--- src/rtl/sapq_pkg.sv ---
// Shared types and constants of the sorted-array priority queue.
package sapq_pkg;

  // Queue depth and the width of the entry counter (holds 0 to CAPACITY).
  localparam int CAPACITY = 64;
  localparam int CNT_W    = $clog2(CAPACITY + 1);

  // Stream word widths, padded to whole bytes.
  localparam int IN_W  = 72;
  localparam int OUT_W = 80;

  // Command codes carried in the low bits of an input word.
  typedef enum logic [1:0] {
    CMD_INSERT  = 2'd0,
    CMD_EXTRACT = 2'd1,
    CMD_PEEK    = 2'd2,
    CMD_MODIFY  = 2'd3
  } cmd_t;

  // Result status codes.
  typedef enum logic [1:0] {
    ST_OK        = 2'd0,
    ST_EMPTY     = 2'd1,
    ST_FULL      = 2'd2,
    ST_NOT_FOUND = 2'd3
  } status_t;

  // One queue entry.
  typedef struct packed {
    logic signed [31:0] value;
    logic signed [31:0] prio;
  } entry_t;

  // Comparison results a cell captures against the incoming request.
  typedef struct packed {
    logic match;        // stored value equals the requested value
    logic cell_lt_req;  // stored priority below the requested priority
    logic req_lt_cell;  // requested priority below the stored priority
  } cell_flags_t;

  // Where a cell takes its next contents from.
  typedef enum logic [1:0] {
    SEL_KEEP = 2'd0,
    SEL_NEW  = 2'd1,
    SEL_LO   = 2'd2,
    SEL_HI   = 2'd3
  } sel_t;

endpackage

--- src/rtl/sapq_cell.sv ---
// One storage cell of the sorted chain: an entry, its compare flags and the load mux.
module sapq_cell
  import sapq_pkg::*;
(
  input  logic        clk,
  input  logic        cap_en,     // capture compare flags against req
  input  entry_t      req,        // request entry, compared and loaded
  input  sel_t        sel,        // source of the next contents
  input  entry_t      lo_ent,     // neighbour one place nearer the top
  input  entry_t      hi_ent,     // neighbour one place further from the top
  output entry_t      ent,
  output cell_flags_t flags
);

  entry_t      ent_r;
  entry_t      ent_nxt;
  cell_flags_t flags_r;
  cell_flags_t flags_nxt;

  // Compare the stored entry against the word being accepted.
  always_comb begin
    flags_nxt.match       = (ent_r.value == req.value);
    flags_nxt.cell_lt_req = (ent_r.prio < req.prio);
    flags_nxt.req_lt_cell = (req.prio < ent_r.prio);
  end

  // Load mux: keep, take the request, or shift from a neighbour.
  always_comb begin
    case (sel)
      SEL_KEEP: ent_nxt = ent_r;
      SEL_NEW:  ent_nxt = req;
      SEL_LO:   ent_nxt = lo_ent;
      SEL_HI:   ent_nxt = hi_ent;
      default:  ent_nxt = ent_r;
    endcase
  end

  always_ff @(posedge clk) begin
    ent_r <= ent_nxt;
    if (cap_en) begin
      flags_r <= flags_nxt;
    end
  end

  assign ent   = ent_r;
  assign flags = flags_r;

endmodule

--- config.mk ---
export PLATFORM = sky130hd
export DESIGN_NAME = sapq_cell
export DESIGN_NICKNAME = d
export VERILOG_FILES = /design/src/rtl/sapq_pkg.sv /design/src/rtl/sapq_cell.sv
export SDC_FILE = /design/constraint.sdc
export NUM_CORES = 1
export LEC_CHECK = 0
export ABC_CLOCK_PERIOD_IN_PS = 3200
export BUFFER_PORTS_ARGS = -buffer_cell sky130_fd_sc_hd__buf_2
export CAP_MARGIN = 20
export CELL_PAD_IN_SITES_DETAIL_PLACEMENT = 2
export CELL_PAD_IN_SITES_GLOBAL_PLACEMENT = 2
export CORE_MARGIN = 1.5
export CORE_UTILIZATION = 27
export CTS_CLUSTER_SIZE = 20
export DETAILED_ROUTE_END_ITERATION = 8
export PLACE_DENSITY_LB_ADDON = 0.12
export SLEW_MARGIN = 20
export SYNTH_ARGS = -nofsm -noshare
export SYNTH_HDL_FRONTEND = slang
export SYNTH_SLANG_ARGS = --single-unit
--- constraint.sdc ---
create_clock -name clk -period 3.2 [get_ports clk]
set_input_delay 0.48 -clock clk [delete_from_list [all_inputs] [get_ports clk]]
set_output_delay 0.48 -clock clk [all_outputs]
set_load 0.005 [all_outputs]
**Word level (Yosys, flattened, before mapping)**

Cells that the tools add are included.

- Equality and inequality tests: 4
- Magnitude comparators: 2
- Muxes and demuxes: 1
- Reduce and logical (&&, ||, !) cells: 1

Operator list:

| kind | number |
|---|---|
| case mux 64 bit (3 select lines) | 1 |
| less-than comparator 32 bit | 2 |
| equality test 32 bit | 1 |
| equality test 2 bit, second input constant | 2 |
| equality test 2 x 1 -> 1 bit, second input constant | 1 |
| logical NOT 2 bit | 1 |

- Input bits: 196
- Logic and storage cells: 13
- Register bits after elaboration: 67

**Logic depth before layout (Yosys ltp)**

Gate-level depths: netlist (run 1).

- Depth after elaboration: 2
- Gate-level depth with buffers: 8
- Depth with buffers taken out: 8

**Worst setup path after synthesis (run 1)**

No wires, ideal clock.

- Kind: input-to-reg
- From: input sel[0]
- To: register ent_r (netlist bit ent[0]), enable pin
- Path slack: 0.975 ns
- Setup time: 0.394 ns
- Path buffers: 2
- Required time: 2.806 ns
- Stages: 3
- Arrival time: 1.831 ns
- Cells stage by stage: buf_2 buf_2 or2_2

- Word-level cells in the longest chain between the ends: 1

RTL lines:

| element | RTL line | source |
|---|---|---|
| start: declaration | sapq_cell.sv:8 | `input sel_t sel,` |
| logical NOT 2 bit | sapq_cell.sv:29 | `case (sel)` |
| end signal: assignment | sapq_cell.sv:39 | `ent_r <= ent_nxt;` |
| end: declaration | sapq_cell.sv:15 | `entry_t ent_r;` |

No other way between the ends.
A chain may end at the register's enable or synchronous reset.

==> results of run 1 <==
-- where the power goes --
group / switching (uW) / total (uW) / leakage, uW / internal, uW
combinational: 369 / 694 / 0.00234 / 326
clock: 380 / 893 / 0.000123 / 513
sequential: 58.0 / 1150 / 0.000675 / 1090
total: 806 / 2740 / 0.00314 / 1930
-- cells by family (layout without fill, tap and decap cells) --
logic type                 Yosys count  count (layout)  share of synthesized area [%]
AOI/OAI and AO/OA                   89              89                           10.7
xor gates and xnor gates            32              32                           6.25
adders and majority gates           32              32                           8.93
buffers and inverters               55             316                           4.80
DFF                                 67              67                           44.9
muxes                               66              66                           14.7
other                                0               1                              0
and+or+nand+nor                    101             101                           9.71
-- critical path, cell delays in order (launching register included) --
cell and delay, ps:
sky130_fd_sc_hd__edfxtp_1 350, sky130_fd_sc_hd__inv_1 50, sky130_fd_sc_hd__ha_1 320, sky130_fd_sc_hd__nand4_1 140
sky130_fd_sc_hd__nor4_1 520, sky130_fd_sc_hd__a211o_1 250, sky130_fd_sc_hd__a21oi_2 80, sky130_fd_sc_hd__mux2i_1 140
-- metal layers --
layer	vias up	wire length [microns]	global-route usage [%]
li1	2101	-	-
met1	1992	6270	19.7
met2	153	8710	36.0
met3	16	1230	5.77
met4	2	227	5.68
met5	-	13	0
-- final cells by class --
class	instances	area (sq um)	share of cell area [%]
antenna	1	2.50	0.0397
multi-input combinational	320	2260	35.9
inverter	34	128	2.03
timing repair buffer	266	1370	21.8
sequential	67	2010	32.0
clock buffer	11	233	3.70
tap	216	270	4.29
clock inverter	5	20.0	0.318
-- through the flow --
stage	setup slack [ps]	total power [uW]	util (%)	hold WS [ps]	std cells
3_5_place_dp	783	1880	37.6	741	903
6_report	1100	2740	39.2	397	920
2_1_floorplan	975	1500	-	592	442
4_1_cts	983	2790	39.2	388	919
5_1_grt	861	2900	39.2	389	919
3_3_place_gp	742	1850	37.6	732	903
-- state kept, by name (all words and copies together), names as in the netlist --
register and flops:
ent 64, flags 3
-- cells in the final DEF (no fill, tap or decap), types with 4 or more instances in the layout --
cell type	netlist	layout
sky130_fd_sc_hd__clkinv_1	0	4
sky130_fd_sc_hd__buf_2	7	260
sky130_fd_sc_hd__inv_1	34	34
sky130_fd_sc_hd__nor4_1	10	10
sky130_fd_sc_hd__mux2i_1	66	66
sky130_fd_sc_hd__ha_1	32	32
sky130_fd_sc_hd__a21oi_1	73	73
sky130_fd_sc_hd__xor2_1	32	32
sky130_fd_sc_hd__nand4_1	8	8
sky130_fd_sc_hd__nor2_1	68	68
sky130_fd_sc_hd__edfxtp_1	67	67
sky130_fd_sc_hd__nand2_1	9	9
sky130_fd_sc_hd__buf_4	0	4
sky130_fd_sc_hd__clkbuf_16	0	9
-- how the worst min path moves through the flow --
stage	startpoint	end	slack, ps	cells past startpoint
2_1_floorplan	cap_en	flags[0]$_DFFE_PP_	590	0
3_3_place_gp	cap_en	flags[1]$_DFFE_PP_	730	1
3_5_place_dp	cap_en	flags[1]$_DFFE_PP_	740	1
4_1_cts	cap_en	flags[1]$_DFFE_PP_	390	1
5_1_grt	cap_en	flags[0]$_DFFE_PP_	390	1
6_report	cap_en	flags[1]$_DFFE_PP_	400	1
==> results by stage, run 1 <==
Worst setup path:
- The timing endpoint of the critical path is flags[0]$_DFFE_PP_.
- The capturing point of the worst reg2reg path is flags[0]$_DFFE_PP_.
- The setup path with the least slack is of type reg2reg.
- The source of the critical timing path is ent[14]$_DFFE_PP_.
- STA classifies the critical path startpoint as a flop.
- Along the worst path, the maximum fanout reaches 3.
- For the worst setup path, the data arrival time is between 2000 and 2500 ps.
- In this run the critical register-to-register path is launched from ent[14]$_DFFE_PP_.
- The setup slack of the worst register-to-register path is 1100 ps.
- The data required time of the worst path is between 3000 and 4000 ps.
- The depth of the worst register-to-register path is 7.
- The worst setup path is captured at a flop.

STA:
- The post-route setup TNS is 0 ps.
- The number of max-slew violations in the final report was 0.
- Setup repair after global routing left no endpoint under its margin.
- The slew of the pin with the lowest slew margin is 576 ps.
- The part of the cycle the worst path needs is between 60% and 70%.
- The final count of negative-setup-slack endpoints is 0.
- The number of endpoints with negative hold slack in the final report is 0.
- The worst-case headroom to the max-slew limit is around 62%.
- The minimum clock period after layout is 2100 ps.
- The clock arrives with 7.04 ps of skew.
- The highest attainable clock frequency is ~0.48 GHz.

Layout:
- The area growth from synthesis to layout is 40.4%.
- The fraction of final layout cells with drive strength greater than 1 is around two fifths.
- The final layout contains roughly 930 nets.
- The finished cells cover ~6300 sq um.
- The number of fillers in the final layout is 1841.

Outcome:
- The run finished with clean final reports.

Synthesis:
- By count the netlist is led by sky130_fd_sc_hd__a21oi_1, sky130_fd_sc_hd__nor2_1, sky130_fd_sc_hd__edfxtp_1.
- The per-instance average area after synthesis is 10.1 sq um.
- Synthesis inferred 67 register bits.
- The count of unique library cells instantiated by Yosys is 27.
- The most used flip-flop cell after synthesis is sky130_fd_sc_hd__edfxtp_1.
- Summing the sequential cell areas from Yosys gives ~45% of the chip area.
- Yosys attributes the largest share of cell area to sky130_fd_sc_hd__edfxtp_1, sky130_fd_sc_hd__mux2i_1, sky130_fd_sc_hd__ha_1.
- The post-synthesis net count is 670.
- The area fraction of the dominant cell type after synthesis is roughly 45%.
- The synthesized design contains 67 enable-type register cells.
- The mapped netlist covers 4480 sq um.
- The biggest area contributor in the post-synthesis netlist is sky130_fd_sc_hd__edfxtp_1.
- The most common cell in the synthesized netlist is sky130_fd_sc_hd__a21oi_1.
- The post-synthesis instance total is about 440.
- Counting flops with an async set or reset pin after synthesis yields a share of 0%.
- Yosys printed 0 warnings.

Die:
- The starting density of the core is ~28%.
- The core region is 16100 sq um.
- The floorplan has 46 rows.
- Measured along the y axis, the die boundary spans between 100 and 150 microns.
- The die covers between 15000 and 20000 sq um.
- The number of placed I/O pins is about 260.
- The die boundary width is around 130 microns.

Drt:
- Dividing the detail-routed wire length by the instance count gives between 15 and 20 microns.
- The routed wire length is between 15000 and 20000 microns.
- The DRC marker count from the first detailed-route iteration is 95.
- Once detail routing completed, the nets flagged for antenna violations numbered 0.
- Summing over every cut layer, the via total after detailed routing is about 4300.
- Using the TritonRoute via totals, the vias-per-cell ratio works out to approximately 4.6.
- After detailed routing, the number of remaining DRC violations is 0.
- The iteration count of the initial detailed-routing pass is 4.

Global routing:
- The number of global-route vias before repair was ~4700.
- The number of antenna violations at the first check in global routing is 1.
- The wire length of the first global-routing pass is around 25000 microns.
- The largest net degree at the start of global routing is 53.
- Global routing finished with a remaining overflow of 0.
- Global routing used between 10% and 20% of the available tracks.

Clocking:
- The number of buffers added to fix hold violations after cts is 0.
- After clock tree synthesis, the clock-pin slew on the worst setup and hold paths is 50 ps.
- In this run the post-CTS setup repair buffer count came out at 0.
- The total clock buffers created by CTS is 9.
- The count of cells resized by post-cts repair is 0.
- The root buffer cell chosen for the clock tree is sky130_fd_sc_hd__clkbuf_16.
- The H-tree was split into 3 levels.
- In this run the deepest clock path goes through 2 buffers.
- The TritonCTS clock tree is built.
- The number of clock sinks seen by CTS is 67.
- The insertion delay of the later-clocked pin in the worst-skew pair is 340 ps.

Worst hold path:
- The worst min-delay path category is in2reg.

Place:
- At the end of routability-driven placement, the weighted congestion stood at about 0.8.
- Port buffering added 262 buffers.
- The post-detailed-placement half-perimeter wirelength is ~13000 microns.
- The area after detailed placement is approximately 6000 sq um.

Pwr:
- The worst-case IR drop observed on VDD is around 0.00023 V.
- The standby leakage power is between 0.003 and 0.004 uW.
- The total power density per cell area is ~430 nW/um^2.

Flow run:
- The count of max-cap constraint violations is 0.
No activity file was read; power rests on OpenSTA's default activity.
==> run 2: changes to the inputs <==
--- a/config.mk
+++ b/config.mk
@@ -5,13 +5,13 @@
 export SDC_FILE = /design/constraint.sdc
 export NUM_CORES = 1
 export LEC_CHECK = 0
-export ABC_CLOCK_PERIOD_IN_PS = 3200
+export ABC_CLOCK_PERIOD_IN_PS = 1900
 export BUFFER_PORTS_ARGS = -buffer_cell sky130_fd_sc_hd__buf_2
 export CAP_MARGIN = 20
 export CELL_PAD_IN_SITES_DETAIL_PLACEMENT = 2
 export CELL_PAD_IN_SITES_GLOBAL_PLACEMENT = 2
 export CORE_MARGIN = 1.5
-export CORE_UTILIZATION = 27
+export CORE_UTILIZATION = 22
 export CTS_CLUSTER_SIZE = 20
 export DETAILED_ROUTE_END_ITERATION = 8
 export PLACE_DENSITY_LB_ADDON = 0.12
==> constraint.sdc (replaced) <==
create_clock -name clk -period 1.9 [get_ports clk]
set_input_delay 0.285 -clock clk [delete_from_list [all_inputs] [get_ports clk]]
set_output_delay 0.285 -clock clk [all_outputs]
set_load 0.005 [all_outputs]
==> results by stage, run 2 (synthesis results as in run 1) <==
Die:
- The die covers ~21000 sq um.
- The number of cell rows is 52.
- The starting density of the core is 22.3%.
- 263 I/O pins were placed.
- The region available for standard cell placement spans around 20000 sq um.
- The overall die height is 146 microns.
- The die is between 100 and 150 microns wide.

Pwr:
- After layout, the design draws a total of 5070 uW.
- The total power density per cell area is around 750 nW/um^2.
- The standby leakage power is around 0.0033 uW.
- The worst-case IR drop observed on VDD is 0.000406 V.

Worst setup path:
- The maximum fanout encountered on the critical timing path is 2.
- The data required time of the worst path is approximately 2100 ps.
- In this design, the largest share of critical-path delay is due to compound AO/OA/AOI/OAI gates.
- The library cell appearing most often on the critical path is sky130_fd_sc_hd__a21oi_2.
- The highest-delay cell along the critical path is sky130_fd_sc_hd__edfxtp_1.
- The kind of capture point of the worst setup path is a flop.
- The critical path buffer and inverter count is 1.
- The critical path arrival is around 2300 ps.
- The start-to-end type of the worst setup path is reg2reg.
- The worst setup path is launched from a flop.
- The signal on the critical path passes through inv_2 -> ha_4 -> a21oi_2 -> o21ai_1 -> a221o_1 -> a211o_1 -> a21oi_2 -> mux2i_1.
- The stage delay of the slowest cell on the critical path is about 400 ps.

Clocking:
- The tree built by TritonCTS fans out to 67 sinks.
- After clock tree synthesis, the clock-pin slew on the worst setup and hold paths is about 60 ps.
- The TritonCTS clock tree is built.
- The buffer levels on the longest clock path is 2.
- The total clock buffers created by CTS is 9.
- The number of buffers added to fix hold violations after cts is 0.
- The cell sitting at the root of the clock tree is a sky130_fd_sc_hd__clkbuf_16.
- The insertion delay of the later-clocked pin in the worst-skew pair is around 350 ps.
- The H-tree generated during clock tree synthesis spans 3 levels.

STA:
- The part of the cycle the worst path needs is 109%.
- On the final layout, the worst hold slack is roughly 200 ps.
- Setup repair after global routing could not meet its margin everywhere.
- The worst clock skew on the final layout is between 10 and 15 ps.
- The slew of the pin with the lowest slew margin is ~1000 ps.
- The number of endpoints with negative hold slack in the final report came to 0.
- Setup violations remaining at the end of the flow were counted as 2.
- The final critical-path setup slack is -166 ps.
- The worst-case headroom to the max-slew limit is 31.8%.
- Counting I/O delays and the setup requirement, the final critical path takes ~2100 ps.
- The number of max-slew violations in the final report is 0.
- Timing would allow up to 0.484 GHz.

Layout:
- Leaving out fill and tap cells, the most frequent cell in the layout is sky130_fd_sc_hd__buf_2.
- The number of flip-flops in the largest register is 64.
- From synthesis to final layout, the design area changed by 50.1%.
- Summing all multi-input logic gate instances after layout gives 2370 sq um.
- Of the cells placed in the final design, the portion with a size suffix greater than 1 is approximately 44%.
- The total inserted antenna cells is 0.
- The final layout contains ~950 nets.
- Leaving out fill and tap cells, the most frequent cells in the layout are sky130_fd_sc_hd__buf_2, sky130_fd_sc_hd__a21oi_1, sky130_fd_sc_hd__nor2_1.
- The layout has ~2300 filler cells.
- Registers take between 2000 and 2500 sq um.

Global routing:
- The number of global-route vias before repair is roughly 4900.
- The largest net degree at the start of global routing is roughly 130.
- The number of antenna violations at the first check in global routing came to 2.
- Across every metal layer, demand over resource in global routing totals 15.6%.
- The total grt overflow is 0.
- The first global-routing pass estimated approximately 26000 microns of wire.

Drt:
- Dividing the detail-routed via count by the number of cells gives 4.40.
- For this run, design rule violations remaining after detail routing come to 0.
- The routed wire length is between 15000 and 20000 microns.
- The post-detailed-route wirelength per cell is ~17 microns.
- Across all layers, the routed design uses approximately 4400 vias.
- The first detailed-routing pass ran for 4 iterations.
- For this block, the initial DRC count from the detailed router was between 90 and 100.
- The antenna violation net count after detailed routing is 0.

Place:
- The post-detailed-placement half-perimeter wirelength is about 13000 microns.
- The port buffer count is 262.
- The congestion estimate from routability-driven global placement came to about 0.74.

Worst hold path:
- The worst min-delay path category is in2reg.

Flow run:
- Across the run, the number of max-cap violations was 0.

Outcome:
- The run finished, with violations left.
- The checks that failed: negative setup slack.
-- run 2: worst paths after layout --
check	start	to	slack [ps]	cells past startpoint
min	cap_en	flags[2]$_DFFE_PP_	200	1
max reg2reg	ent[5]$_DFFE_PP_	flags[1]$_DFFE_PP_	-170	8
min reg2reg	ent[48]$_DFFE_PP_	flags[2]$_DFFE_PP_	890	4
max	ent[5]$_DFFE_PP_	flags[1]$_DFFE_PP_	-170	8
-- run 2: power by group --
part,switching [uW],internal [uW],leakage [uW],total (uW)
combinational,657,645,0.00248,1300
clock,685,1140,0.000148,1820
sequential,100,1840,0.000675,1940
-- run 2: layer usage --
| metal | track usage (%) | wire length (microns) | up-vias | share of wire (%) |
|---|---|---|---|---|
| li1 | - | - | 2154 | - |
| met1 | 15.5 | 6240 | 2069 | 38 |
| met2 | 30.0 | 8860 | 155 | 53 |
| met3 | 6.11 | 1280 | 15 | 7.7 |
| met4 | 3.62 | 154 | 4 | 0.93 |
| met5 | 0 | 30 | - | 0.18 |
-- run 2: area by class of cell --
type	instances	share of cell area, %
Timing Repair Buffer	293	23.4
Clock buffer	10	3.40
Clock inverter	6	1.19
Sequential cell	67	29.9
Multi-Input combinational cell	320	35.2
Inverter	34	1.90
Tap cell	270	5.02
-- run 2: what timing repair did --
action	4_1_cts	5_1_grt
buffers inserted	3	1
setup endpoints to repair	2	2
hold endpoints to repair	0	0
gates cloned	0	0
pin swaps	2	2
resized for setup	8	4
-- run 2: stage by stage --
| step | instances | area (sq um) | worst slack, ps | TNS [ps] | util (%) |
|---|---|---|---|---|---|
| floorplan | 442 | 4510 | -7.72 | -15.4 | - |
| global placement | 980 | 6310 | -250 | -500 | 31.4 |
| detailed placement | 980 | 6310 | -274 | -532 | 31.4 |
| CTS | 999 | 6690 | -193 | -349 | 33.3 |
| global route | 1000 | 6730 | -261 | -510 | 33.5 |
| finish | 1000 | 6730 | -166 | -299 | 33.5 |
-- run 2: worst reg2reg max path: cells and delay by family (launching register included) --
kind            cells  cell delay, ps
compound gates      5             990
fa+ha+maj           1             200
buf+inv             1              90
flops               1             400
mux                 1             220
==> run 3: changes to the inputs <==
--- a/config.mk
+++ b/config.mk
@@ -10,6 +10,7 @@
 export CAP_MARGIN = 20
 export CELL_PAD_IN_SITES_DETAIL_PLACEMENT = 2
 export CELL_PAD_IN_SITES_GLOBAL_PLACEMENT = 2
+export CORE_ASPECT_RATIO = 0.75
 export CORE_MARGIN = 1.5
 export CORE_UTILIZATION = 22
 export CTS_CLUSTER_SIZE = 20
==> results by stage, run 3 (synthesis results as in run 1) <==
Pwr:
- The total power density per cell area is roughly 770 nW/um^2.
- The worst-case IR drop observed on VDD is 0.000336 V.
- The total power of the final layout is 5250 uW.
- The standby leakage power is ~0.0034 uW.

Layout:
- Leaving out fill and tap cells, the most frequent cell in the layout is sky130_fd_sc_hd__buf_2.
- The final cell count without fillers is roughly 1000.
- The number of flip-flops in the largest register is 64.
- The post-layout utilization of the core is 34.1%.
- 0 antenna diodes ended up in the layout.
- The fraction of final layout cells with drive strength greater than 1 is a little under half.
- The area growth from synthesis to layout is 52.8%.
- In the final design database the tool counted 964 nets.
- Leaving out fill and tap cells, the most frequent cells in the layout are sky130_fd_sc_hd__buf_2, sky130_fd_sc_hd__a21oi_1, sky130_fd_sc_hd__nor2_1.

Outcome:
- The final reports fail on negative setup slack.
- The run finished, with violations left.

Clocking:
- The tree built by TritonCTS fans out to 67 sinks.
- The buffer levels on the longest clock path is 2.
- Clock-pin slew was measured on the worst setup and hold paths at 60 ps.
- After clock tree synthesis, the flow added hold-fix buffers numbering 0.
- The total clock buffers created by CTS is 9.
- The clock reaches the later pin of the worst-skew pair after between 300 and 400 ps.
- The tree is rooted in a sky130_fd_sc_hd__clkbuf_16.
- The TritonCTS clock tree is built.
- The number of H-tree levels is 3.

Drt:
- The pre-antenna-repair detailed-routing pass consisted of 4 iterations.
- The detailed router placed 4444 vias in this run.
- After detailed routing, the average wire length per cell comes to roughly 17 microns.
- The antenna violation net count after detailed routing is 0.
- The average via count per standard cell is around 4.4.
- The routed design has approximately 17000 microns of wire.
- The count of unresolved DRC violations after routing is 0.
- The DRC marker count from the first detailed-route iteration is about 130.

Place:
- The placer's final routability congestion estimate is 0.733.
- The post-detailed-placement half-perimeter wirelength is 13900 microns.
- After detailed placement, the design holds a cell count of 979.
- Timing analysis after detailed placement gives a worst setup slack of -269 ps.
- During placement, the flow inserted port buffers numbering about 260.

Global routing:
- The number of global-route vias before repair was approximately 4700.
- The total grt overflow is 0.
- The overall global routing resource usage is ~16%.
- The wire length of the first global-routing pass is between 20000 and 30000 microns.
- The largest net degree at the start of global routing is 67.
- The number of antenna violations at the first check in global routing came to 0.

Die:
- The overall die height is around 130 microns.
- The number of placed I/O pins is 263.
- The number of cell rows is 45.
- The starting density of the core is between 20 and 25%.
- Measured along the x axis, the die boundary spans 168 microns.
- The core region is between 20000 and 25000 sq um.
- The total die area is about 21000 sq um.

Flow run:
- Across the run, the number of max-cap violations was 0.

STA:
- The worst-case headroom to the max-slew limit is between 70% and 80%.
- Derived from the worst setup path, the maximum achievable clock frequency is around 0.47 GHz.
- Setup repair after global routing could not meet its margin everywhere.
- For the final routed database, the setup TNS stands at -430 ps.
- The part of the cycle the worst path needs is 111%.
- Setup violations remaining at the end of the flow were counted as 2.
- The smallest clock period supported by the final layout is computed as 2120 ps.
- For the pin with the worst max-slew slack, the measured transition is between 400 and 500 ps.
- The number of max-slew violations in the final report is 0.
- The number of endpoints with negative hold slack in the final report is 0.
- The final critical-path setup slack is -215 ps.
- The clock arrives with between 4 and 5 ps of skew.

Worst setup path:
- The critical path arrival is between 2000 and 2500 ps.
- The kind of capture point of the worst setup path is a flop.
- Along the worst path, the maximum fanout reaches 2.
- The data required time of the worst path is about 2100 ps.
- The start-to-end type of the worst setup path is reg2reg.
- The startpoint type of the worst setup path is a flop.

Worst hold path:
- The worst min-delay path category is in2reg.
==> run 3: critical path: stages (launching register included) <==
cell                       delay [ps]
sky130_fd_sc_hd__edfxtp_1         410
sky130_fd_sc_hd__inv_2             90
sky130_fd_sc_hd__ha_4             200
sky130_fd_sc_hd__a21oi_2          150
sky130_fd_sc_hd__o21ai_2           70
sky130_fd_sc_hd__a221o_1          310
sky130_fd_sc_hd__a211o_1          300
sky130_fd_sc_hd__a21oi_2          220
sky130_fd_sc_hd__mux2i_1          210
==> run 3: per-layer routing <==
| metal | wire [microns] | GRT usage (%) |
|---|---|---|
| met5 | 0 | 0 |
| met4 | 139 | 3.97 |
| met3 | 1040 | 4.12 |
| met2 | 7930 | 26.1 |
| met1 | 7820 | 20.9 |
==> run 3: path summary, 6_finish.rpt <==
path / to / slack, ps / depth (start not counted) / start
hold / removal: flags[2]$_DFFE_PP_ / 200 / 1 / cap_en
hold reg to reg: flags[2]$_DFFE_PP_ / 870 / 4 / ent[42]$_DFFE_PP_
setup / recovery: flags[0]$_DFFE_PP_ / -220 / 8 / ent[7]$_DFFE_PP_
setup reg to reg: flags[0]$_DFFE_PP_ / -220 / 8 / ent[7]$_DFFE_PP_
==> run 3: cell type report <==
type / instances / area [sq um]
Clock inverter: 7 / 116
Sequential cell: 67 / 2010
Tap cell: 258 / 323
Fill cell: 2269 / 13300
Clock buffer: 9 / 225
Inverter: 34 / 128
Timing Repair Buffer: 304 / 1710
Multi-Input combinational cell: 320 / 2340
==> run 3: what timing repair did <==
action / in CTS / in global routing
endpoints found under the setup margin: 2 / 2
gates resized for setup: 6 / 4
pin swaps: 5 / 5
buffers inserted: 4 / 1
==> run 3: power breakdown <==
| part | switching (uW) | leakage (uW) | internal, uW |
|---|---|---|---|
| Sequential | 100 | 0.000675 | 1840 |
| Combinational | 676 | 0.00255 | 674 |
| Clock | 676 | 0.000167 | 1280 |
==> run 3: stage by stage <==
step	hold WS [ps]	area, sq um
2_1_floorplan	397	4510
3_3_place_gp	547	6420
3_5_place_dp	548	6420
4_1_cts	183	6830
5_1_grt	184	6850
6_report	199	6850
